**src/rtl/core/tccs_pkg.sv**
```systemverilog
// Package for the text console: geometry, character codes, op codes and row-cell control.
`default_nettype none
package tccs_pkg;

  localparam int SCREEN_W = 32;
  localparam int SCREEN_H = 30;

  localparam int COL_W    = $clog2(SCREEN_W);
  localparam int ROW_W    = $clog2(SCREEN_H);
  localparam int CNT_W    = $clog2(SCREEN_W + 1);
  localparam int CHAR_W   = 8;
  localparam int CURSOR_W = 5;
  localparam int COORD_W  = 8;

  localparam logic [CHAR_W-1:0] BLANK_CHAR   = 8'h20;
  localparam logic [CHAR_W-1:0] NEWLINE_CHAR = 8'h0A;

  typedef enum logic [1:0] {
    OP_PUT   = 2'd0,
    OP_GOTO  = 2'd1,
    OP_CLEAR = 2'd2,
    OP_READ  = 2'd3
  } op_e;

  // What a row cell writes into its column store this cycle.
  typedef enum logic [1:0] {
    WR_NONE  = 2'd0,
    WR_PUT   = 2'd1,
    WR_SHIFT = 2'd2,
    WR_BLANK = 2'd3
  } wr_mode_e;

  typedef struct packed {
    wr_mode_e           mode;
    logic [COL_W-1:0]   waddr;
    logic [CHAR_W-1:0]  wdata;
    logic               rd_en;
    logic [COL_W-1:0]   raddr;
  } cell_ctrl_t;

endpackage
`default_nettype wire

```
**src/rtl/core/tccs_ram.sv**
```systemverilog
// Generic single-write, single-read RAM with registered read data.
`default_nettype none
module tccs_ram #(
  parameter int WIDTH = 8,
  parameter int DEPTH = 32
) (
  input  wire logic                     clk_i,
  input  wire logic                     we_i,
  input  wire logic [$clog2(DEPTH)-1:0] waddr_i,
  input  wire logic [WIDTH-1:0]         wdata_i,
  input  wire logic                     re_i,
  input  wire logic [$clog2(DEPTH)-1:0] raddr_i,
  output logic      [WIDTH-1:0]         rdata_o
);

  logic [WIDTH-1:0] mem_q [DEPTH];

  always_ff @(posedge clk_i) begin
    if (we_i) begin
      mem_q[waddr_i] <= wdata_i;
    end
    if (re_i) begin
      rdata_o <= mem_q[raddr_i];
    end
  end

endmodule
`default_nettype wire

```
**src/rtl/core/tccs_row_cell.sv**
```systemverilog
// One screen row: column store plus write select (put, shift from row below, blank).
`default_nettype none
module tccs_row_cell (
  input  wire logic                          clk_i,
  input  wire tccs_pkg::cell_ctrl_t          ctrl_i,
  input  wire logic                          sel_i,
  input  wire logic [tccs_pkg::CHAR_W-1:0]   below_i,
  output logic      [tccs_pkg::CHAR_W-1:0]   rdata_o
);
  import tccs_pkg::*;

  logic              we;
  logic [CHAR_W-1:0] wdata;

  always_comb begin
    unique case (ctrl_i.mode)
      WR_PUT: begin
        we    = sel_i;
        wdata = ctrl_i.wdata;
      end
      WR_SHIFT: begin
        we    = 1'b1;
        wdata = below_i;
      end
      WR_BLANK: begin
        we    = 1'b1;
        wdata = BLANK_CHAR;
      end
      default: begin
        we    = 1'b0;
        wdata = ctrl_i.wdata;
      end
    endcase
  end

  tccs_ram #(
    .WIDTH(CHAR_W),
    .DEPTH(SCREEN_W)
  ) u_ram (
    .clk_i  (clk_i),
    .we_i   (we),
    .waddr_i(ctrl_i.waddr),
    .wdata_i(wdata),
    .re_i   (ctrl_i.rd_en),
    .raddr_i(ctrl_i.raddr),
    .rdata_o(rdata_o)
  );

endmodule
`default_nettype wire

```
**config.mk**
```make
export PLATFORM = sky130hd
export DESIGN_NAME = tccs_row_cell
export DESIGN_NICKNAME = d
export VERILOG_FILES = /design/src/rtl/core/tccs_pkg.sv /design/src/rtl/core/tccs_ram.sv /design/src/rtl/core/tccs_row_cell.sv
export SDC_FILE = /design/constraint.sdc
export NUM_CORES = 1
export LEC_CHECK = 0
export ABC_AREA = 1
export BUFFER_PORTS_ARGS = -buffer_cell sky130_fd_sc_hd__buf_2
export CAP_MARGIN = 20
export CORE_MARGIN = 3
export CORE_UTILIZATION = 40
export CTS_BUF_LIST = sky130_fd_sc_hd__clkbuf_4 sky130_fd_sc_hd__clkbuf_8 sky130_fd_sc_hd__clkbuf_16
export DETAILED_ROUTE_END_ITERATION = 7
export MAX_ROUTING_LAYER = met4
export PLACE_DENSITY = 0.57
export SYNTH_ARGS = -nofsm -noshare
export SYNTH_HDL_FRONTEND = slang
export SYNTH_HIERARCHICAL = 1
export SYNTH_SLANG_ARGS = --single-unit
```
**constraint.sdc**
```tcl
create_clock -name clk_i -period 1.59 [get_ports clk_i]
set_input_delay 0.159 -clock clk_i [delete_from_list [all_inputs] [get_ports clk_i]]
set_output_delay 0.159 -clock clk_i [all_outputs]
set_load 0.01 [all_outputs]
```
==> flow_metrics.tcl <==
set metrics [dict create \
    synthTopCellsByCount "378 x nand2_1, 264 x edfxtp_1, 211 x nand3_1, 32 x nor2_1, 25 x buf_6" \
    synth_xor_area_frac 0 \
    insertion_delay_ns 0.52 \
    synth_compound_area_frac 0.000455 \
    syn_to_final_growth_pct 15.4 \
    synth_top_area_frac 0.721 \
    final_nets 1064 \
    grt_pass1_vias 7027 \
    synth_edf_count 264 \
    p_clk_frac 0.408 \
    synthMuxAreaShare 0 \
    synth-seq-cells 264 \
    numPortBuffers 38 \
    drc 0 \
    clock-sinks 264 \
    ys.flop_type "edfxtp_1" \
    powerDensity_mw_per_mm2 1200 \
    finalInstanceArea_mm2 0.0127 \
    p_sw_frac 0.219 \
    ios 39 \
    cts_buffers 27 \
    min_path_type "primary input to register" \
    dpl_cell_area_mm2 0.0118 \
    grt.total_usage 0.188 \
    cts_tree "done" \
    period_share 0.837 \
    synth-seq-area-share 0.721 \
    ys_async_sr_fraction 0 \
    synthCells 951 \
    grt-ovfl-total 0 \
    max_freq_mhz 751 \
    path_class "register to register" \
    viasPerCell 5.15 \
    rows 60 \
    ys.warnings.count 6 \
    cts_buffer_depth 3 \
    ys_types 12 \
    postRouteAntennaNets 0 \
    synth_top_family_by_area "simple AND/OR/NAND/NOR gates" \
    antenna_found_initial 0 \
    crit_fanout 1 \
    final_max_slew_viol_count 0 \
    critPathLaunchType "register" \
    finClkSkew_ns 0.00694 \
    dieWidth_um 172 \
    die_h_um 172 \
    peakVddDrop_v 0.000615 \
    rsz0062_at_grt "no" \
    avgSynthCellArea_um2 11.6 \
    final_util 0.471 \
    netlist_area_mm2 0.0110 \
    holdWs_ns 0.0608 \
    worst_slew_margin_rel 0.664 \
    root_buffer "clkbuf_16" \
    place_congestion 0.850 \
    p_int_w 0.0119 \
    seq_power_share 0.518 \
    grt_max_degree 48 \
    synthSimpleGateAreaFrac 0.236 \
    leakage_nw 4.79 \
    fin_crit_ns 1.33 \
    fillCellCount 2395 \
    status "finished, final reports clean" \
    cts.clk_slew.worst_paths_ns 0.06 \
    required_ns 1.86 \
    yosysMostFrequentCell "nand2_1" \
    initial_utilization 0.408 \
    p_sw_w 0.00333 \
    synth_adder_area_share 0 \
    dpl.hpwl_um 15800 \
    die_area_mm2 0.0295 \
    drive_gt1_frac 0.144 \
    cap_violations 0 \
    vias 7167 \
    synth.area.top_cells "edfxtp_1 72%, nand2_1 13%, nand3_1 9.6%" \
    arrival_ns 1.60 \
    grt_pass1_wl_um 40700 \
    wl_per_cell_um 19.0 \
    yosysTopAreaCell "edfxtp_1" \
    p_comb_frac 0.074 \
    end_kind "register" \
    setup_viol 0 \
    finalHoldViolCount 0 \
    cts_resized 0 \
    drtIter0Drc 712 \
    diodes 0 \
    tightest_slew_ns 0.503 \
    syn-num-nets 982 \
    drtPass1Iterations 5 \
    wl_um 26500 \
    core_mm2 0.0270 \
    cts_max_level 1 \
]
==> registers in the layout, indices dropped and copies added (netlist names) <==
signal,count
u_ram/mem_q,256
u_ram/rdata_o,8
==> cells in the final DEF, fill, tap and decap left out <==
cell type      synthesis  layout
buf_12                 0       9
buf_2                 15      37
buf_4                  4      59
bufinv_16              0       3
clkbuf_16              0      27
clkbuf_4               0       7
clkinv_1               0       4
clkinv_2               0       8
dlygate4sd3_1          0       1
edfxtp_1             264     264
inv_1                  9       9
inv_2                  3       2
nand2_1              378     378
nand3_1              211     211
nor2_1                32      32
o21ai_0                1       1
==> worst paths after layout <==
check | slack [ns] | endpoint | start | depth (start not counted)
hold / removal | 0.06 | u_ram/rdata_o[3] | ctrl_i[4] | 3
setup reg to reg | 0.26 | u_ram/rdata_o[5] | u_ram/mem_q[15][5] | 8
setup / recovery | 0.26 | u_ram/rdata_o[5] | u_ram/mem_q[15][5] | 8
hold reg to reg | 0.85 | u_ram/rdata_o[7] | u_ram/mem_q[26][7] | 8
==> critical path, cell delays in order, from the launching register on <==
cell and delay [ns]:
edfxtp_1 0.36, nand2_1 0.07, nand3_1 0.15, nand3_1 0.11
nand2_1 0.08, nand2_1 0.07, nand2_1 0.06, nand2_1 0.11
nand2_1 0.07
==> kinds of logic after synthesis <==
logic type             count (synthesis)
and+or+nand+nor                      621
DFF                                  264
buffers and inverters                 65
AOI/OAI and AO/OA                      1
==> cell type report <==
cell class                 instances  area [µm²]  area share
timing repair buffer             106         818      0.0645
multi-input combinational        622        2600       0.205
clock inverter                    14         140      0.0110
tap                              341         427      0.0336
inverter                          12        46.3     0.00365
clock buffer                      34         728      0.0574
sequential                       264        7930       0.625
==> through the flow <==
step | setup slack, ns | setup TNS [ns] | total power (W) | instances
floorplan | 0.151 | 0 | 0.00870 | 951
global placement | -0.0409 | -0.106 | 0.00915 | 1344
detailed placement | -0.0638 | -0.136 | 0.00916 | 1344
CTS | 0.268 | 0 | 0.0153 | 1393
global route | 0.180 | 0 | 0.0158 | 1393
finish | 0.259 | 0 | 0.0152 | 1393
==> power by group through the flow <==
stage	Sequential (W)	Clock [W]	Combinational, W
5_1_grt	0.00788	0.00664	0.00126
2_1_floorplan	0.00802	0	0.000682
6_report	0.00787	0.00621	0.00113
4_1_cts	0.00787	0.00633	0.00114
3_5_place_dp	0.00802	0	0.00113
3_3_place_gp	0.00802	0	0.00113
==> per-layer routing <==
| layer | GRT usage | vias to the layer above | part of all wire |
|---|---|---|---|
| met5 | - | - | 0 |
| met4 | 0.0535 | 0 | 0.021 |
| met3 | 0.0234 | 43 | 0.062 |
| met2 | 0.286 | 253 | 0.46 |
| met1 | 0.269 | 3411 | 0.46 |
| li1 | - | 3460 | - |
==> repair_timing <==
item / CTS / global route
setup buffers: 0 / 0
hold buffers: 1 / 0
hold endpoints to repair: 8 / 0
(Power assumes the default switching activity.)
